--- src/design/lsfh_pkg.sv ---
`timescale 1ns / 1ps

package lsfh_pkg;

  localparam int SAMPLE_W       = 12;
  localparam int SAMPLE_MAX_INT = 4095;
  localparam logic [SAMPLE_W-1:0] SAT_LOW  = 12'd5;
  localparam logic [SAMPLE_W-1:0] SAT_HIGH = 12'd4090;

  // Q15 exponential average
  localparam int Q15_SHIFT   = 15;
  localparam int EMA_W       = SAMPLE_W + Q15_SHIFT;  // 27
  localparam int DIFF_W      = EMA_W + 1;             // signed sample - accum
  localparam int ALPHA_W     = 16;
  localparam int ALPHA_IDX_W = 4;
  localparam int PROD_W      = DIFF_W + ALPHA_W;      // 44

  // alpha = k * 32768 / 1000 = (k << 12) / 125
  localparam int PERMILLE_W        = 10;
  localparam logic [PERMILLE_W-1:0] PERMILLE_FULL = 10'd1000;
  localparam int ALPHA_SCALE_SHIFT = 12;
  localparam int ALPHA_DIVD_W      = PERMILLE_W + ALPHA_SCALE_SHIFT;  // 22
  localparam logic [7:0] ALPHA_DIVISOR = 8'd125;
  localparam int ALPHA_REM_W       = 7;
  localparam int ALPHA_CNT_W       = 5;

  localparam int WIN_SET_W = 8;

  // ports
  localparam int CFG_ADDR_W  = 3;
  localparam int CFG_DATA_W  = 12;
  localparam int IN_TDATA_W  = 16;
  localparam int OUT_TDATA_W = 32;

  // register indexes
  localparam logic [CFG_ADDR_W-1:0] CFG_FILTER_MODE  = 3'd0;
  localparam logic [CFG_ADDR_W-1:0] CFG_ON_THRESHOLD = 3'd1;
  localparam logic [CFG_ADDR_W-1:0] CFG_HYSTERESIS   = 3'd2;
  localparam logic [CFG_ADDR_W-1:0] CFG_EMA_PERMILLE = 3'd3;
  localparam logic [CFG_ADDR_W-1:0] CFG_WINDOW       = 3'd4;

  // register reset values
  localparam logic [SAMPLE_W-1:0]   RST_ON_THRESHOLD = 12'd3800;
  localparam logic [SAMPLE_W-1:0]   RST_HYSTERESIS   = 12'd120;
  localparam logic [PERMILLE_W-1:0] RST_EMA_PERMILLE = 10'd250;
  localparam logic [WIN_SET_W-1:0]  RST_WINDOW       = 8'd8;

  // out_tdata flag bit positions
  localparam int OUT_LEVEL_BIT = 24;
  localparam int OUT_RISE_BIT  = 25;
  localparam int OUT_FALL_BIT  = 26;
  localparam int OUT_SAT_BIT   = 27;

  typedef struct packed {
    logic                busy;
    logic [ALPHA_W-1:0]  alpha;
  } alpha_stat_t;

endpackage

--- src/design/light_sensor_filter_hysteresis.sv ---
`timescale 1ns / 1ps
// Flow, input accept to result: exponential mode loads an empty accumulator directly,
// else runs 16 serial multiply steps over the alpha bits and then updates the accumulator;
// moving-average mode reads the ring, then runs the serial restoring divide. One item in
// flight: the next item is accepted only after the result is registered and the block is
// back in idle, so a stalled output holds off the input. Synchronous active-low reset; input
// ready stays low after reset and after every write to a defined register while alpha is recomputed.
module light_sensor_filter_hysteresis #(
  parameter int WINDOW_MAX = 64
) (
  input  logic                                 clk,
  input  logic                                 rst_n,
  input  logic                                 in_tvalid,
  output logic                                 in_tready,
  input  logic [lsfh_pkg::IN_TDATA_W-1:0]      in_tdata,   // [11:0] sample
  output logic                                 out_tvalid,
  input  logic                                 out_tready,
  // [11:0] raw_out, [23:12] filtered_out, [24] level, [25] rising_edge,
  // [26] falling_edge, [27] saturated
  output logic [lsfh_pkg::OUT_TDATA_W-1:0]     out_tdata,
  input  logic                                 cfg_valid,
  output logic                                 cfg_ready,
  input  logic [lsfh_pkg::CFG_ADDR_W-1:0]      cfg_addr,
  input  logic [lsfh_pkg::CFG_DATA_W-1:0]      cfg_data
);

  localparam int PTR_W   = (WINDOW_MAX > 1) ? $clog2(WINDOW_MAX) : 1;
  localparam int FILL_W  = $clog2(WINDOW_MAX + 1);
  localparam int SUM_W   = $clog2(WINDOW_MAX * lsfh_pkg::SAMPLE_MAX_INT + 1);
  localparam int STEPS   = (SUM_W > lsfh_pkg::ALPHA_W) ? SUM_W : lsfh_pkg::ALPHA_W;
  localparam int STEP_W  = $clog2(STEPS);
  localparam int SW      = lsfh_pkg::SAMPLE_W;

  localparam logic [2:0] ST_IDLE    = 3'd0;
  localparam logic [2:0] ST_EMA_MUL = 3'd1;
  localparam logic [2:0] ST_EMA_UPD = 3'd2;
  localparam logic [2:0] ST_SMA_RD  = 3'd3;
  localparam logic [2:0] ST_SMA_DIV = 3'd4;
  localparam logic [2:0] ST_DONE    = 3'd5;

  logic [2:0]                            state_r, state_nxt;
  logic                                  init_r;

  logic                                  mode_r, mode_nxt;
  logic [SW-1:0]                         thr_r, thr_nxt;
  logic [SW-1:0]                         hyst_r, hyst_nxt;
  logic [lsfh_pkg::PERMILLE_W-1:0]       perm_r, perm_nxt;
  logic [lsfh_pkg::WIN_SET_W-1:0]        win_r, win_nxt;

  logic [lsfh_pkg::EMA_W-1:0]            ema_r, ema_nxt;
  logic [PTR_W-1:0]                      pos_r, pos_nxt;
  logic [FILL_W-1:0]                     fill_r, fill_nxt;
  logic [SUM_W-1:0]                      sum_r, sum_nxt;
  logic                                  level_r, level_nxt;

  logic [SW-1:0]                         sample_r, sample_nxt;
  logic signed [lsfh_pkg::DIFF_W-1:0]    d_r, d_nxt;
  logic signed [lsfh_pkg::PROD_W-1:0]    acc_r, acc_nxt, acc_sh;
  logic [STEP_W-1:0]                     step_r, step_nxt;
  logic [SUM_W-1:0]                      div_r, div_nxt;
  logic [FILL_W-1:0]                     rem_r, rem_nxt;

  logic                                  out_valid_r, out_valid_nxt;
  logic [lsfh_pkg::OUT_TDATA_W-1:0]      out_data_r, out_data_nxt;

  logic [SW-1:0]                         ring_mem [WINDOW_MAX];
  logic [SW-1:0]                         rd_data_r;
  logic                                  ring_rd, ring_wr;

  lsfh_pkg::alpha_stat_t                 alpha_stat;
  logic                                  alpha_start;
  logic                                  cfg_clear;

  logic                                  in_acc;
  logic [lsfh_pkg::EMA_W-1:0]            s_q15;
  logic [8:0]                            w9;
  logic [FILL_W-1:0]                     w_lim;
  logic                                  ring_full;
  logic [PTR_W:0]                        pos_inc;
  logic [SUM_W-1:0]                      sum_upd;
  logic [FILL_W:0]                       rem_sh;
  logic                                  q_bit;
  logic [SW-1:0]                         filt;
  logic [SW:0]                           off_sum;
  logic [SW-1:0]                         off_pt;
  logic                                  lvl_new;

  assign in_tready  = (state_r == ST_IDLE) && !init_r && !alpha_stat.busy;
  assign in_acc     = in_tvalid && in_tready;
  assign cfg_ready  = 1'b1;
  assign out_tvalid = out_valid_r;
  assign out_tdata  = out_data_r;

  lsfh_alpha_div u_alpha (
    .clk      (clk),
    .rst_n    (rst_n),
    .start    (alpha_start),
    .permille (perm_nxt),
    .stat     (alpha_stat)
  );

  always_comb begin
    s_q15 = {in_tdata[SW-1:0], lsfh_pkg::Q15_SHIFT'(0)};

    // window clamp 1..WINDOW_MAX
    if (win_r == '0) begin
      w9 = 9'd1;
    end else if ({1'b0, win_r} > 9'(WINDOW_MAX)) begin
      w9 = 9'(WINDOW_MAX);
    end else begin
      w9 = {1'b0, win_r};
    end
    w_lim = FILL_W'(w9);

    ring_full = (fill_r >= w_lim);
    pos_inc   = {1'b0, pos_r} + 1'b1;
    sum_upd   = sum_r - (ring_full ? SUM_W'(rd_data_r) : SUM_W'(0)) + SUM_W'(sample_r);

    rem_sh = {rem_r, div_r[SUM_W-1]};
    q_bit  = (rem_sh >= {1'b0, fill_r});

    acc_sh = acc_r >>> lsfh_pkg::Q15_SHIFT;

    filt = mode_r ? div_r[SW-1:0] : ema_r[lsfh_pkg::EMA_W-1:lsfh_pkg::Q15_SHIFT];

    off_sum = {1'b0, thr_r} + {1'b0, hyst_r};
    off_pt  = off_sum[SW] ? lsfh_pkg::SAMPLE_MAX_INT[SW-1:0] : off_sum[SW-1:0];
    // low-active: on at or below threshold, off at or above off point
    lvl_new = level_r ? (filt < off_pt) : (filt <= thr_r);

    state_nxt     = state_r;
    mode_nxt      = mode_r;
    thr_nxt       = thr_r;
    hyst_nxt      = hyst_r;
    perm_nxt      = perm_r;
    win_nxt       = win_r;
    ema_nxt       = ema_r;
    pos_nxt       = pos_r;
    fill_nxt      = fill_r;
    sum_nxt       = sum_r;
    level_nxt     = level_r;
    sample_nxt    = sample_r;
    d_nxt         = d_r;
    acc_nxt       = acc_r;
    step_nxt      = step_r;
    div_nxt       = div_r;
    rem_nxt       = rem_r;
    out_valid_nxt = out_valid_r && !out_tready;
    out_data_nxt  = out_data_r;
    ring_rd       = 1'b0;
    ring_wr       = 1'b0;
    cfg_clear     = 1'b0;

    unique case (state_r)
      ST_IDLE: begin
        if (in_acc) begin
          sample_nxt = in_tdata[SW-1:0];
          if (mode_r) begin
            ring_rd   = 1'b1;
            state_nxt = ST_SMA_RD;
          end else if (ema_r == '0) begin
            // empty accumulator reloads from the sample
            ema_nxt   = s_q15;
            state_nxt = ST_DONE;
          end else begin
            d_nxt     = $signed({1'b0, s_q15}) - $signed({1'b0, ema_r});
            acc_nxt   = '0;
            step_nxt  = STEP_W'(lsfh_pkg::ALPHA_W - 1);
            state_nxt = ST_EMA_MUL;
          end
        end
      end
      ST_EMA_MUL: begin
        // alpha * d, one alpha bit per cycle, MSB first
        acc_nxt = (acc_r <<< 1) +
                  (alpha_stat.alpha[step_r[lsfh_pkg::ALPHA_IDX_W-1:0]]
                     ? {{(lsfh_pkg::PROD_W - lsfh_pkg::DIFF_W){d_r[lsfh_pkg::DIFF_W-1]}}, d_r}
                     : lsfh_pkg::PROD_W'(0));
        step_nxt = step_r - 1'b1;
        if (step_r == '0) begin
          state_nxt = ST_EMA_UPD;
        end
      end
      ST_EMA_UPD: begin
        ema_nxt   = ema_r + acc_sh[lsfh_pkg::EMA_W-1:0];
        state_nxt = ST_DONE;
      end
      ST_SMA_RD: begin
        ring_wr  = 1'b1;
        fill_nxt = ring_full ? fill_r : fill_r + 1'b1;
        sum_nxt  = sum_upd;
        pos_nxt  = (pos_inc >= (PTR_W + 1)'(w_lim)) ? PTR_W'(0) : pos_inc[PTR_W-1:0];
        div_nxt  = sum_upd;
        rem_nxt  = '0;
        step_nxt = STEP_W'(SUM_W - 1);
        state_nxt = ST_SMA_DIV;
      end
      ST_SMA_DIV: begin
        // restoring divide by the fill count, one quotient bit per cycle
        rem_nxt  = q_bit ? FILL_W'(rem_sh - {1'b0, fill_r}) : rem_sh[FILL_W-1:0];
        div_nxt  = {div_r[SUM_W-2:0], q_bit};
        step_nxt = step_r - 1'b1;
        if (step_r == '0) begin
          state_nxt = ST_DONE;
        end
      end
      ST_DONE: begin
        if (!out_valid_r || out_tready) begin
          out_valid_nxt = 1'b1;
          out_data_nxt  = '0;
          out_data_nxt[SW-1:0]    = sample_r;
          out_data_nxt[2*SW-1:SW] = filt;
          out_data_nxt[lsfh_pkg::OUT_LEVEL_BIT] = lvl_new;
          out_data_nxt[lsfh_pkg::OUT_RISE_BIT]  = !level_r && lvl_new;
          out_data_nxt[lsfh_pkg::OUT_FALL_BIT]  = level_r && !lvl_new;
          out_data_nxt[lsfh_pkg::OUT_SAT_BIT]   = (sample_r <= lsfh_pkg::SAT_LOW) ||
                                                  (sample_r >= lsfh_pkg::SAT_HIGH);
          level_nxt = lvl_new;
          state_nxt = ST_IDLE;
        end
      end
      default: begin
        state_nxt = ST_IDLE;
      end
    endcase

    if (cfg_valid) begin
      unique case (cfg_addr)
        lsfh_pkg::CFG_FILTER_MODE: begin
          mode_nxt  = cfg_data[0];
          cfg_clear = 1'b1;
        end
        lsfh_pkg::CFG_ON_THRESHOLD: begin
          thr_nxt   = cfg_data[SW-1:0];
          cfg_clear = 1'b1;
        end
        lsfh_pkg::CFG_HYSTERESIS: begin
          hyst_nxt  = cfg_data[SW-1:0];
          cfg_clear = 1'b1;
        end
        lsfh_pkg::CFG_EMA_PERMILLE: begin
          perm_nxt  = cfg_data[lsfh_pkg::PERMILLE_W-1:0];
          cfg_clear = 1'b1;
        end
        lsfh_pkg::CFG_WINDOW: begin
          win_nxt   = cfg_data[lsfh_pkg::WIN_SET_W-1:0];
          cfg_clear = 1'b1;
        end
        default: begin
          cfg_clear = 1'b0;
        end
      endcase
    end

    if (cfg_clear) begin
      ema_nxt   = '0;
      pos_nxt   = '0;
      fill_nxt  = '0;
      sum_nxt   = '0;
      level_nxt = 1'b0;
    end

    alpha_start = cfg_clear || init_r;
  end

  always_ff @(posedge clk) begin
    if (!rst_n) begin
      state_r     <= ST_IDLE;
      init_r      <= 1'b1;
      mode_r      <= 1'b0;
      thr_r       <= lsfh_pkg::RST_ON_THRESHOLD;
      hyst_r      <= lsfh_pkg::RST_HYSTERESIS;
      perm_r      <= lsfh_pkg::RST_EMA_PERMILLE;
      win_r       <= lsfh_pkg::RST_WINDOW;
      ema_r       <= '0;
      pos_r       <= '0;
      fill_r      <= '0;
      sum_r       <= '0;
      level_r     <= 1'b0;
      out_valid_r <= 1'b0;
    end else begin
      state_r     <= state_nxt;
      init_r      <= 1'b0;
      mode_r      <= mode_nxt;
      thr_r       <= thr_nxt;
      hyst_r      <= hyst_nxt;
      perm_r      <= perm_nxt;
      win_r       <= win_nxt;
      ema_r       <= ema_nxt;
      pos_r       <= pos_nxt;
      fill_r      <= fill_nxt;
      sum_r       <= sum_nxt;
      level_r     <= level_nxt;
      out_valid_r <= out_valid_nxt;
    end
    sample_r   <= sample_nxt;
    d_r        <= d_nxt;
    acc_r      <= acc_nxt;
    step_r     <= step_nxt;
    div_r      <= div_nxt;
    rem_r      <= rem_nxt;
    out_data_r <= out_data_nxt;
  end

  // sample ring: one write, one registered read per cycle
  always_ff @(posedge clk) begin
    if (ring_wr) begin
      ring_mem[pos_r] <= sample_r;
    end
    if (ring_rd) begin
      rd_data_r <= ring_mem[pos_r];
    end
  end

endmodule

--- src/design/lsfh_alpha_div.sv ---
`timescale 1ns / 1ps

// Serial restoring divide of (clamped permille << 12) by 125, one quotient bit
// per cycle. Result is the Q15 blend weight.
module lsfh_alpha_div (
  input  logic                                 clk,
  input  logic                                 rst_n,
  input  logic                                 start,
  input  logic [lsfh_pkg::PERMILLE_W-1:0]      permille,
  output lsfh_pkg::alpha_stat_t                stat
);

  logic                                  busy_r, busy_nxt;
  logic [lsfh_pkg::ALPHA_CNT_W-1:0]      cnt_r, cnt_nxt;
  logic [lsfh_pkg::ALPHA_DIVD_W-1:0]     div_r, div_nxt;
  logic [lsfh_pkg::ALPHA_REM_W-1:0]      rem_r, rem_nxt;
  logic [lsfh_pkg::PERMILLE_W-1:0]       k_clamp;
  logic [lsfh_pkg::ALPHA_REM_W:0]        rem_sh;
  logic                                  q_bit;

  always_comb begin
    if (permille == '0) begin
      k_clamp = lsfh_pkg::PERMILLE_W'(1);
    end else if (permille > lsfh_pkg::PERMILLE_FULL) begin
      k_clamp = lsfh_pkg::PERMILLE_FULL;
    end else begin
      k_clamp = permille;
    end

    rem_sh = {rem_r, div_r[lsfh_pkg::ALPHA_DIVD_W-1]};
    q_bit  = (rem_sh >= lsfh_pkg::ALPHA_DIVISOR);

    busy_nxt = busy_r;
    cnt_nxt  = cnt_r;
    div_nxt  = div_r;
    rem_nxt  = rem_r;

    if (start) begin
      busy_nxt = 1'b1;
      cnt_nxt  = lsfh_pkg::ALPHA_CNT_W'(lsfh_pkg::ALPHA_DIVD_W - 1);
      div_nxt  = {k_clamp, lsfh_pkg::ALPHA_SCALE_SHIFT'(0)};
      rem_nxt  = '0;
    end else if (busy_r) begin
      rem_nxt = q_bit ? lsfh_pkg::ALPHA_REM_W'(rem_sh - lsfh_pkg::ALPHA_DIVISOR)
                      : rem_sh[lsfh_pkg::ALPHA_REM_W-1:0];
      div_nxt = {div_r[lsfh_pkg::ALPHA_DIVD_W-2:0], q_bit};
      cnt_nxt = cnt_r - 1'b1;
      if (cnt_r == '0) begin
        busy_nxt = 1'b0;
      end
    end
  end

  always_ff @(posedge clk) begin
    if (!rst_n) begin
      busy_r <= 1'b0;
    end else begin
      busy_r <= busy_nxt;
    end
    cnt_r <= cnt_nxt;
    div_r <= div_nxt;
    rem_r <= rem_nxt;
  end

  // quotient never exceeds 32768, fits the low 16 bits
  assign stat.busy  = busy_r;
  assign stat.alpha = div_r[lsfh_pkg::ALPHA_W-1:0];

endmodule

--- config.mk ---
export PLATFORM = sky130hd
export DESIGN_NAME = light_sensor_filter_hysteresis
export DESIGN_NICKNAME = d
export VERILOG_FILES = /design/src/design/lsfh_pkg.sv /design/src/design/light_sensor_filter_hysteresis.sv /design/src/design/lsfh_alpha_div.sv
export SDC_FILE = /design/constraint.sdc
export NUM_CORES = 1
export LEC_CHECK = 0
export ABC_AREA = 1
export BUFFER_PORTS_ARGS = -buffer_cell sky130_fd_sc_hd__buf_2
export CORE_MARGIN = 1.5
export CORE_UTILIZATION = 55
export DETAILED_ROUTE_END_ITERATION = 7
export MAX_ROUTING_LAYER = met4
export PLACE_DENSITY = 0.79
export SYNTH_ARGS = -nofsm -noshare
export SYNTH_HDL_FRONTEND = slang
export SYNTH_SLANG_ARGS = --single-unit
--- constraint.sdc ---
create_clock -name clk -period 13.4 [get_ports clk]
set_input_delay 0.67 -clock clk [delete_from_list [all_inputs] [get_ports clk]]
set_output_delay 0.67 -clock clk [all_outputs]
set_load 0.1 [all_outputs]
== Word-level counts from Yosys, hierarchy flattened ==
Memories as Yosys holds them, arrays and structs flattened. A register that Yosys moved wholly into a read port is not among the register bits.
Index checks and enable logic that the tools add are counted.

* Add/subtract/negate cells: 12
* Magnitude comparators: 11
* Equal/unequal tests: 16
* Multiplexer cells: 53
* Bitwise operators: 4
* Reductions and logical operators: 42

{| class="wikitable"
|+ Operators with widths
! kind !! number
|-
| 42-bit 2-to-1 mux || 4
|-
| 42-bit case mux with 2 select lines || 1
|-
| 27-bit 2-to-1 mux || 3
|-
| 27-bit case mux with 2 select lines || 1
|-
| 22-bit 2-to-1 mux || 2
|-
| 42-bit adder || 1
|-
| 10-bit 2-to-1 mux || 4
|-
| 12-bit 2-to-1 mux || 3
|-
| 18-bit case mux with 2 select lines || 1
|-
| 7-bit 2-to-1 mux || 4
|-
| 27-bit by 27-bit subtractor with 28-bit output || 1
|-
| 27-bit adder || 1
|-
| 27-bit zero test || 1
|-
| 4-bit AND reduction || 5
|-
| 18-bit by 12-bit adder with 18-bit output || 1
|-
| 3-bit 2-to-1 mux || 6
|-
| 3-bit case mux with 6 select lines || 1
|-
| 18-bit by 12-bit subtractor with 18-bit output || 1
|-
| 1-bit 2-to-1 mux || 16
|-
| 5-bit 2-to-1 mux || 3
|-
| 5-bit case mux with 3 select lines || 1
|-
| 7-bit >= comparator || 2
|-
| 7-bit case mux with 2 select lines || 1
|-
| 2-bit AND reduction || 7
|-
| other kinds (34) || 67
|}

* Register bits after elaboration: 282
* Memory bits (writable): 768
* Input bits: 36
* Memories: 1

{| class="wikitable"
|+ Memory list
! memory !! depth !! width !! rd ports !! clocked after Yosys merged registers in !! wr ports !! line !! text
|-
| ring_mem || 64 || 12 || 1 || 1 || 1 || light_sensor_filter_hysteresis.sv:66 || <nowiki>logic [SW-1:0] ring_mem [WINDOW_MAX];</nowiki>
|}

== Logic depth before layout (Yosys ltp) ==
* Depth in word-level cells: 8
* Depth in mapped cells: 31
* Gate-level depth less buffers: 30

== Modules after synthesis ==
Synthesis repeated with hierarchy kept, for this count alone.

* Cells, all modules: 4,515
* Area, all modules: 48,616.6 sq um

{| class="wikitable"
|+ Modules (own cells, without submodules)
! module !! times used !! cells an instance !! area an instance (sq um)
|-
| light_sensor_filter_hysteresis || 1 || 4,287 || 46,822.4
|-
| lsfh_alpha_div || 1 || 228 || 1,794.2
|}

== Worst setup path after synthesis ==
Ideal clock, no wire load.

* Path kind: register to register
* Start: register state_r[0]
* End: register acc_r[0] in the netlist's numbering, enable pin
* Arrival: 6.458 ns
* Data required time: 12.945 ns
* Setup slack: 6.487 ns
* Stages on the path, launching flop included: 8
* Path buffers: 0
* Cell sequence: dfxtp_1 > nor2_1 > nand2_1 > nor3_2 > nand2_1 > nor3_1 > nor2_1 > a21oi_1

* Longest elaborated chain between the ends: 6

{| class="wikitable"
|+ Ends and longest elaborated chain
! item !! line !! text
|-
| start: declaration || light_sensor_filter_hysteresis.sv:41 || <nowiki>logic [2:0] state_r, state_nxt;</nowiki>
|-
| start signal: assignment || light_sensor_filter_hysteresis.sv:282 || <nowiki>state_r <= state_nxt;</nowiki>
|-
| 3-bit zero test || light_sensor_filter_hysteresis.sv:88 || <nowiki>assign in_tready = (state_r == ST_IDLE) && !init_r && !alpha_stat.busy;</nowiki>
|-
| 1-bit logical AND (2 in a row) || light_sensor_filter_hysteresis.sv:88 ||
|-
| named net in_tready || light_sensor_filter_hysteresis.sv:14 || <nowiki>output logic in_tready,</nowiki>
|-
| 1-bit logical AND || light_sensor_filter_hysteresis.sv:89 || <nowiki>assign in_acc = in_tvalid && in_tready;</nowiki>
|-
| 2-bit inequality test (no source line) || -- ||
|-
| 4-bit AND reduction (no source line) || -- ||
|-
| end signal: assignment || light_sensor_filter_hysteresis.sv:298 || <nowiki>acc_r <= acc_nxt;</nowiki>
|-
| end: declaration || light_sensor_filter_hysteresis.sv:58 || <nowiki>logic signed [lsfh_pkg::PROD_W-1:0] acc_r, acc_nxt, acc_sh;</nowiki>
|}

The timed path passes the listed nets, and every way through them passes these cells.
A chain may end at the register's enable or synchronous reset.

== Final worst setup path ==
* Start: register step_r[0]
* End: register acc_r[33] in the netlist's numbering, data pin

* Longest elaborated chain between the ends: 5

{| class="wikitable"
|+ Ends and longest elaborated chain
! item !! line !! text
|-
| start: declaration || light_sensor_filter_hysteresis.sv:59 || <nowiki>logic [STEP_W-1:0] step_r, step_nxt;</nowiki>
|-
| start signal: assignment || light_sensor_filter_hysteresis.sv:299 || <nowiki>step_r <= step_nxt;</nowiki>
|-
| 1-bit binary-select mux with 4-bit select || light_sensor_filter_hysteresis.sv:176 || <nowiki>(alpha_stat.alpha[step_r[lsfh_pkg::ALPHA_IDX_W-1:0]]</nowiki>
|-
| 1-bit 2-to-1 mux (implied by the code) || light_sensor_filter_hysteresis.sv:176 ||
|-
| 42-bit 2-to-1 mux || light_sensor_filter_hysteresis.sv:177 || <nowiki>? {{(lsfh_pkg::PROD_W - lsfh_pkg::DIFF_W){d_r[lsfh_pkg::DIFF_W-1]}}, d_r}</nowiki>
|-
| 42-bit adder || light_sensor_filter_hysteresis.sv:175 || <nowiki>acc_nxt = (acc_r <<< 1) +</nowiki>
|-
| 42-bit case mux with 2 select lines || light_sensor_filter_hysteresis.sv:154 || <nowiki>unique case (state_r)</nowiki>
|}

Every way passes these cells. The select of a mux whose other input is x is not followed.

==> impl_metrics.env <==
export IMPL_cts_buffer_depth=3
export IMPL_portBuffers=61
export IMPL_p_comb_share_pct=21.6
export IMPL_drive_gt1_share_pct=7.93
export IMPL_ys_warn_count=0
export IMPL_clock_power_share_pct=34.2
export IMPL_cts_htree_levels=3
export IMPL_gr_total_overflow=0
export IMPL_worst_setup_path_end_kind="flop"
export IMPL_cts_buffers=104
export IMPL_path_class="reg -> reg"
export IMPL_mostFrequentLayoutCells="edfxtp_1, nand2_1, inv_1, nor2_1, a21oi_1"
export IMPL_gp_congestion=0.960
export IMPL_grt_antenna_before_repair=7
export IMPL_ctsResizeCount=0
export IMPL_hold_path_class="in -> reg"
export IMPL_tns_ns=0
export IMPL_p_sw_mw=2.79
export IMPL_async_reset_ff_share_pct=0
export IMPL_vias_per_cell=6.00
export IMPL_worst_path_buf_inv=4
export IMPL_drv_slew=0
export IMPL_period_share_pct=42.7
export IMPL_relSlewSlack_pct=14.7
export IMPL_setup_viol=0
export IMPL_tritoncts="yes"
export IMPL_seqCellArea_um2=30600
export IMPL_post_cts_buffers=0
export IMPL_core_area_um2=86900
export IMPL_swShare_pct=31.2
export IMPL_holdWs_ns=0.224
export IMPL_cts_root_buf="clkbuf_16"
export IMPL_die_h_um=299
export IMPL_syn_cell_area_um2=48200
export IMPL_grt_pass1_wl_um=194000
export IMPL_wl_um=128000
export IMPL_crit_reg2reg_launch="step_r[0]$_DFFE_PP_"
export IMPL_ys_seq_area_share_pct=63.4
export IMPL_clock_sinks=1062
export IMPL_ant_nets=0
export IMPL_final_core_util_pct=61.9
export IMPL_grt_pass1_vias=33600
export IMPL_cp_common_cell="nand2_1"
export IMPL_crit_start="step_r[0]$_DFFE_PP_"
export IMPL_vias=35100
export IMPL_routedWlPerCell_um=21.9
export IMPL_p_seq_share_pct=44.2
export IMPL_busiest_layer="met2"
export IMPL_fillers=6648
export IMPL_p_int_mw=6.15
export IMPL_use_met2_pct=45.7
export IMPL_reg2reg_to="acc_r[33]$_SDFFCE_PN0P_"
export IMPL_path_cells="clkinv_1 > a21oi_1 > o21ai_0 > nand2_1 > nand3_1 > nand2_1 > inv_1 > nand2_1 > clkinv_1 > nor2_1 > ha_1 > inv_1 > fa_1 > o21ai_1 > a21oi_1 > o21ai_1 > nand2_1 > nand2_1 > nand3_1 > a21oi_1 > nor2_1"
export IMPL_leakage_nw=20.2
export IMPL_layout_commonest_cell="edfxtp_1"
export IMPL_finalInstanceArea_um2=53800
export IMPL_die_x_um=299
export IMPL_slowest_delay_ns=0.70
export IMPL_status="finished clean"
export IMPL_ys_seq_elements=1062
export IMPL_reg2reg_slack_ns=7.67
export IMPL_final_net_count=4801
export IMPL_die_area_um2=89500
export IMPL_cp_slowest_cell="clkinv_1"
export IMPL_total_power_mw=8.94
export IMPL_grt_use_total_pct=29.2
export IMPL_startpoint_type="flop"
export IMPL_grt_use_met1_pct=38.2
export IMPL_cap_viol_max_count=0
export IMPL_fin_crit_ns=5.73
export IMPL_clkTransAtPathRegs_ns=0.06
export IMPL_max_freq_mhz=175
export IMPL_worst_ep_required_time_ns=13.83
export IMPL_p_per_area_nw_per_um2=166
export IMPL_rsz0062_at_grt="false"
export IMPL_grtUsageMet3_pct=4.91
export IMPL_hpwlAfterDp_um=81400
export IMPL_synth_distinct_cells=56
export IMPL_dr_pass1_iters=6
export IMPL_syn2layout_area_growth_pct=11.5
export IMPL_syn_area_per_cell_um2=10.8
export IMPL_final_setup_skew_ns=0.0553
export IMPL_critPathMaxFanout=26
export IMPL_critPathCapture="acc_r[33]$_SDFFCE_PN0P_"
export IMPL_cp_top_family="compound AO/OA/AOI/OAI gates"
export IMPL_rr_worst_depth=21
export IMPL_first_iter_violations=4504
export IMPL_arrival_ns=6.16
export IMPL_placed_cell_area_um2=50200
export IMPL_grt_max_degree=68
export IMPL_fp_row_count=108
export IMPL_synthFlopType="edfxtp_1"
export IMPL_drc_errors=0
export IMPL_clk_latency_ns=0.73
export IMPL_initial_utilization_pct=55.5
export IMPL_final_hold_violation_count=0
export IMPL_holdBufCountCts=0
export IMPL_crit_cells=21
export IMPL_multi_input_area_um2=15300
export IMPL_tightest_slew_ns=1.27
export IMPL_vdd_drop_max_uv=118
export IMPL_num_io_pins=71
export IMPL_synth_edf_count=930
export IMPL_syn_inst=4467
[layer usage]
metal / vias to the layer above / wire length [um]
met2: 1970 / 59600
li1: 16100 / -
met3: 324 / 13100
met5: - / 0
met4: 0 / 5200
met1: 16700 / 50000
[final cells by class]
type	instances	area share [%]
clock buffer	121	5.05
antenna	7	0.0326
tap	1155	2.69
timing repair buffer	158	1.92
inverter	476	3.33
clock inverter	75	1.66
sequential	1062	56.8
multi-input combinational	2787	28.5
[per-stage QoR]
stage | setup WS, ns | instances
after floorplan | 6.49 | 4470
after global placement | 7.95 | 5638
after detailed placement | 7.84 | 5638
after CTS | 7.77 | 5834
after global routing | 7.29 | 5841
final | 7.67 | 5841
[cells by family (layout without fill, tap and decap cells)]
kind of cell,after synthesis,after routing,share of synthesized area (%)
simple gates,1672,1672,14.5
flops,1062,1062,63.4
compound gates,883,883,11.3
buf+inv,621,830,5.02
fa+ha+maj,176,176,4.81
xor+xnor,51,51,0.926
other cells,2,12,0.0156
[worst min-delay path: stages]
cell,delay (ns)
buf_2,0.09
nand2_1,0.05
o211ai_1,0.07
[power by group through the flow]
stage               combinational [mW]  clock (mW)  sequential [mW]
finish                            1.93        3.06             3.95
global route                      2.14        3.21             3.96
CTS                               1.90        3.07             3.95
detailed placement                1.88           0             4.01
global placement                  1.86           0             4.01
floorplan                         1.31           0             4.02
[state kept, by name, summed over array words and instances, names as in the netlist, 3 cells and up]
| register | flops |
|---|---|
| u_alpha.cnt_r | 5 |
| ring_mem | 768 |
| sample_r | 12 |
| hyst_r | 12 |
| u_alpha.div_r | 22 |
| thr_r | 12 |
| u_alpha.rem_r | 7 |
| perm_r | 10 |
| rem_r | 7 |
| out_tdata | 28 |
| d_r | 28 |
| sum_r | 18 |
| pos_r | 6 |
| fill_r | 7 |
| win_r | 8 |
| div_r | 18 |
| rd_data_r | 12 |
| state_r | 3 |
| ema_r | 27 |
| step_r | 5 |
| acc_r | 42 |
[cells in the mapped netlist (all sizes together), types with 21 or more instances]
cell type / instances / share of area, %
a221oi: 71 / 1.3
a31oi: 23 / 0.30
a22o: 28 / 0.51
xor2: 37 / 0.67
inv: 470 / 3.7
o21ai: 225 / 2.4
nand4: 108 / 1.4
clkbuf: 82 / 0.64
nand2: 924 / 7.2
edfxtp: 930 / 58
nor3: 54 / 0.59
nand3: 165 / 1.8
dfxtp: 132 / 5.5
ha: 160 / 4.2
buf: 63 / 0.68
a21oi: 310 / 3.2
o211ai: 21 / 0.33
a22oi: 107 / 1.7
nor2: 375 / 2.9
[worst min-delay path by stage]
stage                                     start                      to  slack [ns]  depth (start not counted)
after detailed placement  sum_r[1]$_SDFFE_PP0P_   sum_r[1]$_SDFFE_PP0P_        0.46                          2
after global routing                in_tdata[8]   sample_r[8]$_DFFE_PP_        0.20                          1
after global placement    sum_r[2]$_SDFFE_PP0P_   sum_r[2]$_SDFFE_PP0P_        0.45                          2
final                              cfg_data[10]  thr_r[10]$_SDFFE_PN1P_        0.22                          3
after floorplan           sum_r[2]$_SDFFE_PP0P_   sum_r[2]$_SDFFE_PP0P_        0.44                          2
after CTS                          cfg_data[10]  thr_r[10]$_SDFFE_PN1P_        0.20                          3
Note: power is estimated with default switching activity, not from simulation.
